==> config.mk <==
export PLATFORM = sky130hd
export DESIGN_NAME = restricted_deque
export DESIGN_NICKNAME = d
export VERILOG_FILES = /design/src/sv/rdq_pkg.sv /design/src/sv/rdq_ram.sv /design/src/sv/restricted_deque.sv
export SDC_FILE = /design/constraint.sdc
export NUM_CORES = 2
export LEC_CHECK = 0
export ABC_AREA = 1
export ABC_CLOCK_PERIOD_IN_PS = 5200
export BUFFER_PORTS_ARGS = -buffer_cell sky130_fd_sc_hd__buf_4
export CAP_MARGIN = 0
export CORE_MARGIN = 3
export CORE_UTILIZATION = 63
export CTS_CLUSTER_DIAMETER = 100
export DETAILED_ROUTE_END_ITERATION = 8
export PLACE_DENSITY = 0.79
export SLEW_MARGIN = 20
export SYNTH_ARGS = -nofsm -noshare
export SYNTH_HDL_FRONTEND = slang
export SYNTH_SLANG_ARGS = --single-unit
==> constraint.sdc <==
create_clock -name clk -period 5.2 [get_ports clk]
set_input_delay 0.78 -clock clk [delete_from_list [all_inputs] [get_ports clk]]
set_output_delay 0.78 -clock clk [all_outputs]
set_load 0.02 [all_outputs]
==> src/sv/rdq_pkg.sv <==
// Shared constants, codes and types for the restricted deque.
package rdq_pkg;

  localparam int DEPTH   = 64;
  localparam int WORD_W  = 32;
  localparam int PTR_W   = $clog2(DEPTH);
  localparam int COUNT_W = 7;

  typedef enum logic [1:0] {
    OP_PUSH_REAR  = 2'd0,
    OP_PUSH_FRONT = 2'd1,
    OP_POP_REAR   = 2'd2,
    OP_POP_FRONT  = 2'd3
  } op_t;

  typedef enum logic [1:0] {
    ST_OK     = 2'd0,
    ST_FULL   = 2'd1,
    ST_EMPTY  = 2'd2,
    ST_DENIED = 2'd3
  } status_t;

  localparam logic [1:0] MODE_NONE     = 2'd0;
  localparam logic [1:0] MODE_IN_RESTR = 2'd1;
  localparam logic [1:0] MODE_OUT_RESTR = 2'd2;

  typedef enum logic [0:0] {
    S_IDLE = 1'b0,
    S_READ = 1'b1
  } state_t;

endpackage

==> src/sv/rdq_ram.sv <==
// Simple dual-port synchronous RAM with a registered read port.
module rdq_ram #(
  parameter int WIDTH = 32,
  parameter int DEPTH = 64
) (
  input  logic                     clk,
  input  logic                     we,
  input  logic [$clog2(DEPTH)-1:0] waddr,
  input  logic [WIDTH-1:0]         wdata,
  input  logic                     re,
  input  logic [$clog2(DEPTH)-1:0] raddr,
  output logic [WIDTH-1:0]         rdata
);

  logic [WIDTH-1:0] mem [DEPTH];

  always_ff @(posedge clk) begin
    if (we) begin
      mem[waddr] <= wdata;
    end
  end

  always_ff @(posedge clk) begin
    if (re) begin
      rdata <= mem[raddr];
    end
  end

endmodule

==> src/sv/restricted_deque.sv <==
// Restricted double-ended queue of 64 signed 32-bit words, ring-buffer storage.
//
// Input channel (in_valid / in_stall, op, value) carries one operation per word:
// push rear, push front, pop rear or pop front. Output channel (out_valid /
// out_stall, data, status, fill_count) returns one result word per operation.
// cfg_wr_en / cfg_wr_data write the restriction mode; write only while idle.
//
// Timing: a push, or any refused operation, shows its result in the cycle after
// acceptance. A successful pop reads the word RAM (registered read port), then
// S_READ registers the popped word into the output register.
// Throughput: one push per cycle while the receiver does not stall; a pop holds
// off the next operation in S_READ until its RAM read is complete.
//
// A finished result sits in the output register; the next word is taken as
// soon as that register is free or being drained in the same cycle. While the
// receiver stalls, in_stall stays high and the result holds.
// Reset (rst, synchronous) empties the queue, clears the mode to unrestricted
// and drops out_valid. RAM contents are not cleared; no stale entry is read.
module restricted_deque (
  input  logic               clk,
  input  logic               rst,
  input  logic               cfg_wr_en,
  input  logic [1:0]         cfg_wr_data,
  input  logic               in_valid,
  output logic               in_stall,
  input  logic [1:0]         op,
  input  logic signed [31:0] value,
  output logic               out_valid,
  input  logic               out_stall,
  output logic signed [31:0] data,
  output logic [1:0]         status,
  output logic [6:0]         fill_count
);

  localparam int PW = rdq_pkg::PTR_W;
  localparam int CW = rdq_pkg::COUNT_W;

  rdq_pkg::state_t state, state_next;
  logic [1:0]      mode;
  logic [PW-1:0]   head, head_next;
  logic [PW-1:0]   tail, tail_next;
  logic [CW-1:0]   occupancy, occupancy_next;
  logic            out_valid_next;
  logic [31:0]     data_next;
  logic [1:0]      status_next;
  logic [CW-1:0]   fill_count_next;

  logic            ram_we, ram_re;
  logic [PW-1:0]   ram_waddr, ram_raddr;
  logic [31:0]     ram_rdata;

  logic            accept, denied, full, empty;
  logic [PW-1:0]   head_prev, head_succ, tail_prev, tail_succ;
  rdq_pkg::op_t    op_code;

  rdq_ram #(
    .WIDTH (rdq_pkg::WORD_W),
    .DEPTH (rdq_pkg::DEPTH)
  ) u_ram (
    .clk   (clk),
    .we    (ram_we),
    .waddr (ram_waddr),
    .wdata (value),
    .re    (ram_re),
    .raddr (ram_raddr),
    .rdata (ram_rdata)
  );

  assign in_stall = (state != rdq_pkg::S_IDLE) || (out_valid && out_stall);
  assign accept   = in_valid && !in_stall;
  assign op_code  = rdq_pkg::op_t'(op);

  assign denied = ((op_code == rdq_pkg::OP_PUSH_REAR) && (mode == rdq_pkg::MODE_IN_RESTR)) ||
                  ((op_code == rdq_pkg::OP_POP_FRONT) && (mode == rdq_pkg::MODE_OUT_RESTR));
  assign full   = (occupancy == CW'(rdq_pkg::DEPTH));
  assign empty  = (occupancy == '0);

  assign head_prev = (head == '0) ? PW'(rdq_pkg::DEPTH - 1) : head - PW'(1);
  assign head_succ = (head == PW'(rdq_pkg::DEPTH - 1)) ? '0 : head + PW'(1);
  assign tail_prev = (tail == '0) ? PW'(rdq_pkg::DEPTH - 1) : tail - PW'(1);
  assign tail_succ = (tail == PW'(rdq_pkg::DEPTH - 1)) ? '0 : tail + PW'(1);

  always_ff @(posedge clk) begin
    if (rst) begin
      state     <= rdq_pkg::S_IDLE;
      head      <= '0;
      tail      <= '0;
      occupancy <= '0;
      out_valid <= 1'b0;
    end else begin
      state     <= state_next;
      head      <= head_next;
      tail      <= tail_next;
      occupancy <= occupancy_next;
      out_valid <= out_valid_next;
    end
  end

  always_ff @(posedge clk) begin
    if (rst) begin
      mode <= rdq_pkg::MODE_NONE;
    end else if (cfg_wr_en) begin
      mode <= cfg_wr_data;
    end
  end

  // result payload, no reset needed
  always_ff @(posedge clk) begin
    data       <= data_next;
    status     <= status_next;
    fill_count <= fill_count_next;
  end

  always_comb begin
    state_next      = state;
    head_next       = head;
    tail_next       = tail;
    occupancy_next  = occupancy;
    out_valid_next  = out_valid && out_stall;
    data_next       = data;
    status_next     = status;
    fill_count_next = fill_count;
    ram_we          = 1'b0;
    ram_waddr       = tail;
    ram_re          = 1'b0;
    ram_raddr       = head;

    case (state)
      rdq_pkg::S_IDLE: begin
        if (accept) begin
          out_valid_next  = 1'b1;
          data_next       = '0;
          status_next     = rdq_pkg::ST_OK;
          fill_count_next = occupancy;
          if (denied) begin
            status_next = rdq_pkg::ST_DENIED;
          end else begin
            case (op_code)
              rdq_pkg::OP_PUSH_REAR: begin
                if (full) begin
                  status_next = rdq_pkg::ST_FULL;
                end else begin
                  ram_we          = 1'b1;
                  ram_waddr       = tail;
                  tail_next       = tail_succ;
                  occupancy_next  = occupancy + CW'(1);
                  fill_count_next = occupancy + CW'(1);
                end
              end
              rdq_pkg::OP_PUSH_FRONT: begin
                if (full) begin
                  status_next = rdq_pkg::ST_FULL;
                end else begin
                  ram_we          = 1'b1;
                  ram_waddr       = head_prev;
                  head_next       = head_prev;
                  occupancy_next  = occupancy + CW'(1);
                  fill_count_next = occupancy + CW'(1);
                end
              end
              rdq_pkg::OP_POP_REAR: begin
                if (empty) begin
                  status_next = rdq_pkg::ST_EMPTY;
                end else begin
                  ram_re          = 1'b1;
                  ram_raddr       = tail_prev;
                  tail_next       = tail_prev;
                  occupancy_next  = occupancy - CW'(1);
                  fill_count_next = occupancy - CW'(1);
                  out_valid_next  = 1'b0;
                  state_next      = rdq_pkg::S_READ;
                end
              end
              rdq_pkg::OP_POP_FRONT: begin
                if (empty) begin
                  status_next = rdq_pkg::ST_EMPTY;
                end else begin
                  ram_re          = 1'b1;
                  ram_raddr       = head;
                  head_next       = head_succ;
                  occupancy_next  = occupancy - CW'(1);
                  fill_count_next = occupancy - CW'(1);
                  out_valid_next  = 1'b0;
                  state_next      = rdq_pkg::S_READ;
                end
              end
              default: begin
                status_next = rdq_pkg::ST_DENIED;
              end
            endcase
          end
        end
      end
      rdq_pkg::S_READ: begin
        // popped word arrives from the RAM this cycle
        data_next      = ram_rdata;
        out_valid_next = 1'b1;
        state_next     = rdq_pkg::S_IDLE;
      end
      default: begin
        state_next = rdq_pkg::S_IDLE;
      end
    endcase
  end

endmodule

== After elaboration in Yosys (flattened, before gate mapping) ==
Memories as Yosys holds them, arrays and structs flattened. A register that Yosys moved wholly into a read port is not among the register bits.
Index checks and enable logic that the tools add are counted.

* Divide/modulo/power cells: 0
* Multiplexer cells: 47
* Multipliers: 0
* Bitwise operators: 2
* Reductions and logical operators: 18
* Add/subtract/negate cells: 6
* $lt $le $gt $ge: 0
* Shift-type cells: 0
* Equality and inequality tests: 13

{| class="wikitable"
|+ Operators by type and width
! operator !! count
|-
| $mux W6 || 18
|-
| $pmux W32 S2 || 1
|-
| $mux W32 || 1
|-
| $pmux W6 S2 || 2
|-
| $mux W7 || 3
|-
| $mux W1 || 17
|-
| $pmux W7 S2 || 1
|-
| $add A6 B1 Y6 const B || 2
|-
| $eq A6 B6 Y1 const B || 2
|-
| $logic_not A6 Y1 || 2
|-
| $reduce_and A6 Y1 || 2
|-
| $sub A6 B1 Y6 const B || 2
|-
| $ne A2 B2 Y1 const B || 5
|-
| $add A7 B1 Y7 const B || 1
|-
| $eq A7 B7 Y1 const B || 1
|-
| $logic_not A7 Y1 || 1
|-
| $sub A7 B1 Y7 const B || 1
|-
| $eq A2 B2 Y1 const B || 3
|-
| $eq A2 B1 Y1 const B || 2
|-
| $logic_and A1 B1 Y1 || 4
|-
| $pmux W1 S2 || 2
|-
| $pmux W2 S2 || 1
|-
| $reduce_bool A2 Y1 || 2
|-
| $reduce_or A2 Y1 || 2
|-
| 6 further kinds || 8
|}

* Memory bits (writable): 2048
* Word-level logic and storage cells: 96
* Memories: 1
* ROM bits: 0
* Register bits after elaboration: 64
* Bits of input ports: 41
* Bits in latches: 0

{| class="wikitable"
|+ Memory list
! memory !! depth !! width !! read ports !! clocked after Yosys merged registers in !! write ports !! RTL line !! source
|-
| u_ram.mem || 64 || 32 || 1 || 1 || 1 || rdq_ram.sv:15 || <nowiki>logic [WIDTH-1:0] mem [DEPTH];</nowiki>
|}

== Depth between registers and ports, before layout ==
* Depth in word-level cells: 8
* Gate-level depth with buffers: 20

== By module ==
Synthesis repeated with hierarchy kept, for this count alone.

* Cell total of the unflattened synthesis: 7250
* Area total of the unflattened synthesis: 86818.3 um^2

{| class="wikitable"
|+ By module, submodules not included
! module !! area an instance (um^2) !! cells an instance !! times used !! sequential area each (um^2)
|-
| rdq_ram || 83078.4 || 6778 || 1 || 62459.9
|-
| restricted_deque || 3739.8 || 472 || 1 || 1691.6
|}

== Worst setup path after synthesis ==
OpenSTA, ideal clock, no wires.

* Path kind: input to register
* Start point: in op[1]
* End point: mem u_ram.mem[17][0] (enable)
* Arrival: 3.804 ns
* Cell stages on the path: 17
* Setup slack: 0.975 ns
* Buffers on the path: 2
* Cells stage by stage: buf_2 > nand2_1 > inv_2 > nand2_2 > nand2_4 > nor2_8 > inv_2 > nor2_8 > inv_2 > nor2_2 > inv_2 > buf_6 > o21ai_4 > inv_2 > nor2_1 > nand2_1 > nor2_1

* Longest elaborated chain between the ends: 8

{| class="wikitable"
|+ Ends and longest elaborated chain
! element !! RTL line !! source
|-
| start: declaration || restricted_deque.sv:26 || <nowiki>input logic [1:0] op,</nowiki>
|-
| $eq A2 B1 Y1 (tied with other cells) || restricted_deque.sv:138 || <nowiki>case (op_code)</nowiki>
|-
| $reduce_or A2 Y1 (no source line) (tied with other cells) || - ||
|-
| $mux W1 / $logic_or A1 B1 Y1 (equally long branches) || - ||
|-
| $mux W1 || restricted_deque.sv:135 || <nowiki>if (denied) begin</nowiki>
|-
| $mux W1 || restricted_deque.sv:130 || <nowiki>if (accept) begin</nowiki>
|-
| $mux W1 || restricted_deque.sv:128 || <nowiki>case (state)</nowiki>
|-
| $mux W1 || rdq_ram.sv:18 || <nowiki>if (we) begin</nowiki>
|-
| $mux W1 (not written as such) || rdq_ram.sv:19 || <nowiki>mem[waddr] <= wdata;</nowiki>
|-
| end: declaration || rdq_ram.sv:15 ||
|}

Several ways; a longest one is shown, not always the timed one.

== Worst setup path in the final report ==
* Start point: reg occupancy[0]
* End point: reg u_ram.rdata[9] (read register of u_ram.mem) (data pin)

* Longest elaborated chain between the ends: 6

{| class="wikitable"
|+ Ends and longest elaborated chain
! element !! RTL line !! source
|-
| start: declaration || restricted_deque.sv:42 || <nowiki>logic [CW-1:0] occupancy, occupancy_next;</nowiki>
|-
| start signal: assignment || restricted_deque.sv:94 || <nowiki>occupancy <= occupancy_next;</nowiki>
|-
| $logic_not A7 Y1 (*) || restricted_deque.sv:76 || <nowiki>assign empty = (occupancy == '0);</nowiki>
|-
| $mux W6 / $mux W1 (equally long branches) || restricted_deque.sv:162, restricted_deque.sv:175 ||
|-
| $mux W6 / $mux W1 (equally long branches) || - ||
|-
| $mux W6 / $mux W1 (equally long branches) || restricted_deque.sv:135 ||
|-
| $mux W6 / $mux W1 (equally long branches) || restricted_deque.sv:130 ||
|-
| $mux W6 / $mux W1 (equally long branches) || restricted_deque.sv:128 ||
|-
| end: declaration || rdq_ram.sv:12 || <nowiki>output logic [WIDTH-1:0] rdata</nowiki>
|}

Mark *: on every way between the ends. The rest lies on a longest branch, timed or not.
A chain may end at the register's enable or synchronous reset.

==> results.cfg <==
[floorplan]
core_area_sq_um = 146000
die_h_um = 390
die-area_sq_um = 152000
die_x_um = 390
ios = 84
start_util_pct = 63.7
rows = 140

[detailed_routing]
dr.first_iter.drc_count = 9851
vias = 65700
wl_per_cell_um = 23.3
antenna_left = 0
drtPass1Iterations = 9
routed_wl_mm = 258
viasPerCell = 5.93
route.detailed.drc = 0

[clock_network]
cts_tree = built
numCtsBuffers = 207
clock_latency_ps = 850
htree_levels = 4
cts_resized = 0
cts_sinks = 2144
cts_setup_buffers = 0
clk_pin_slew_ps = 60
max-clock-path-buffers = 3
root_buffer = clkbuf_16
cts_hold_buf = 0

[logic_synthesis]
avgSynthCellArea_sq_um = 10.4
ys_types = 36
yosysTopAreaCell = edfxtp_1
syn_area_sq_um = 93000
synth_area_leaders = edfxtp_1 68%, nand3_1 10%, nand2_1 10%, inv_1 7.0%, buf_2 2.0%
yosys_warnings = 0
ys_seq_area_share_pct = 69.0
synth_top_area_share_pct = 68.5
synth-seq-cells = 2144
syn_nets = 9008
syn_inst = 8959

[global_route]
grt_overflow_total = 0
grt_use_met1_pct = 46.2
grt_pass1_vias = 63100
use_met3_pct = 9.16
grt_antenna_before_repair = 15
met2_usage_pct = 52.0
track_usage_pct = 33.9
grt_pass1_wl_mm = 384
grt_max_degree = 123
grt-busiest-layer = met2

[power]
seq_power_share_pct = 48.6
leakagePower_nw = 43.6
p_sw_share_pct = 27.2
switchingPower_w = 0.0108
powerDensity_nw_per_um2 = 384
power_frac_comb_pct = 14.3
clockPowerShare_pct = 37.1
power.internal_w = 0.0289
ir_drop_uv = 360

[timing]
fin_crit_sh_pct = 82.1
tightest_slew_ps = 955
finalCriticalPeriod_ps = 4270
relSlewSlack_pct = 36.3
slew_violations = 0
tns_ps = 0
setup-violations-final = 0
holdWs_ps = 204
clock_skew_ps = 66.8
rsz0062_at_grt = no
fmax_mhz = 234
finalHoldViolations = 0

[critical_path]
ff2ff_setup_slack_ps = 930
cp_max_fo = 122
endpoint_kind = flop
critPathSlowestCell = buf_12
max_stage_delay_ps = 470
critical_path.cell_chain = inv_1 > ha_1 > nand2_1 > nor2_2 > nor2_2 > nand2_4 > nand2_1 > nand2_4 > buf_12 > buf_4 > nand2_1 > nand3_1 > nand3_1 > nand3_1 > nand3_1 > nand3_1 > nand2_1
cp_top_family = simple AND/OR/NAND/NOR gates
worst_path_most_repeated_cell = nand3_1
crit_path_start_kind = flop
critPathBufInv = 3
worstPathRequired_ps = 5780
crit_type = flop to flop
cp.arrival_ps = 4850

[placement]
hpwl_mm = 147
place_congestion = 0.917
port_buffers = 83

[cells_and_area]
seqCellArea_sq_um = 64200
fillerInstances = 9678
nNetsFinal = 9044
multi_input_area_sq_um = 20600
syn_to_final_growth_pct = 11.2
drive_gt1_share_pct = 7.44

[flow_run]
maxCapViolCount = 0

[worst_hold_path]
hold_class = primary input to flop

[outcome]
status = complete, no violations
[synthesized netlist by cell type, drive strengths merged]
master,count
a211oi,3
a21oi,32
a221oi,5
a22oi,1
a31oi,2
buf,395
clkbuf,64
dfxtp,23
edfxtp,2121
ha,8
inv,1750
nand2,2493
nand3,1890
nand3b,1
nand4,2
nor2,109
nor3,6
o211ai,2
o21ai,35
o22ai,4
or2,3
xor2,10
[power by group through the flow]
stage                     logic (W)  clock network [W]  registers (W)
final                       0.00569             0.0148         0.0193
after global routing        0.00604             0.0155         0.0193
after CTS                   0.00551             0.0148         0.0193
after detailed placement    0.00546                  0         0.0197
after global placement      0.00536                  0         0.0197
after floorplan             0.00319                  0         0.0196
[worst register-to-register path, cell delays in order (launching register included)]
cell     delay, ps
dfxtp_1        340
inv_1          120
ha_1           230
nand2_1        110
nor2_2         300
nor2_2         140
nand2_4        250
nand2_1        190
nand2_4        290
buf_12         480
buf_4          450
nand2_1        120
nand3_1        100
nand3_1        110
nand3_1        150
nand3_1         80
nand3_1        440
nand2_1        130
[cell usage in the layout, fill, tap and decap left out, drive strengths merged]
cell type / n
nand2: 2493
edfxtp: 2121
nand3: 1890
inv: 1757
buf: 286
clkbuf: 258
nor2: 109
clkinv: 95
o21ai: 35
a21oi: 32
dfxtp: 23
bufinv: 16
xor2: 10
ha: 8
clkinvlp: 6
nor3: 6
a221oi: 5
o22ai: 4
diode: 3
a211oi: 3
or2: 3
o211ai: 2
a31oi: 2
nand4: 2
nand3b: 1
a22oi: 1
[through the flow]
stage	instance area, sq um	instances	total power [W]	utilization (%)	setup slack [ps]
2_1_floorplan	93000	8959	0.0228	-	975
3_3_place_gp	96800	10700	0.0250	66.2	863
3_5_place_dp	96800	10700	0.0251	66.3	791
4_1_cts	103000	11100	0.0396	70.8	1210
5_1_grt	103000	11100	0.0409	70.8	764
6_report	103000	11100	0.0397	70.8	931
[cell type report]
class	instances	area share (%)
diodes	3	0.00726
clock buffers	258	5.29
clock inverters	124	1.12
inverters	1750	6.36
multi-input cells	4606	20.0
flip-flops and latches	2144	62.0
well taps	1917	2.32
repair buffers	286	2.92
[state kept, by name, indices dropped and copies added, names as in the netlist]
| name | cells |
|---|---|
| head | 6 |
| tail | 6 |
| out_valid | 1 |
| occupancy | 7 |
| state | 1 |
| u_ram.mem | 2048 |
| status | 2 |
| data | 32 |
| mode | 2 |
| u_ram.rdata | 32 |
| fill_count | 7 |
[cell families (layout without fill, tap and decap cells)]
group	Yosys count	count (layout)	share of synthesized area (%)
AO/OA/AOI/OAI	84	84	0.541
XOR/XNOR	10	10	0.0942
adder cells (fa/ha/maj)	8	8	0.108
buffers and inverters	2209	2418	9.45
flip-flops	2144	2144	69.0
other	0	3	0
AND/OR/NAND/NOR	4504	4504	20.8
[worst paths after layout]
check                            startpoint                           to  cells past startpoint
hold / removal                    value[25]  u_ram.mem[17][25]$_DFFE_PP_                      1
setup / recovery  occupancy[0]$_SDFFE_PP0P_     u_ram.rdata[9]$_DFFE_PP_                     17
hold reg to reg        mode[1]$_SDFFE_PP0P_         mode[1]$_SDFFE_PP0P_                      2
setup reg to reg  occupancy[0]$_SDFFE_PP0P_     u_ram.rdata[9]$_DFFE_PP_                     17
[routing by layer]
| layer | up-vias | share of wire, % |
|---|---|---|
| met5 | - | 0.036 |
| met4 | 14 | 4.6 |
| met3 | 803 | 14 |
| met2 | 4760 | 46 |
| met1 | 31000 | 36 |
| li1 | 29200 | - |
No activity file was read; power rests on OpenSTA's default activity.
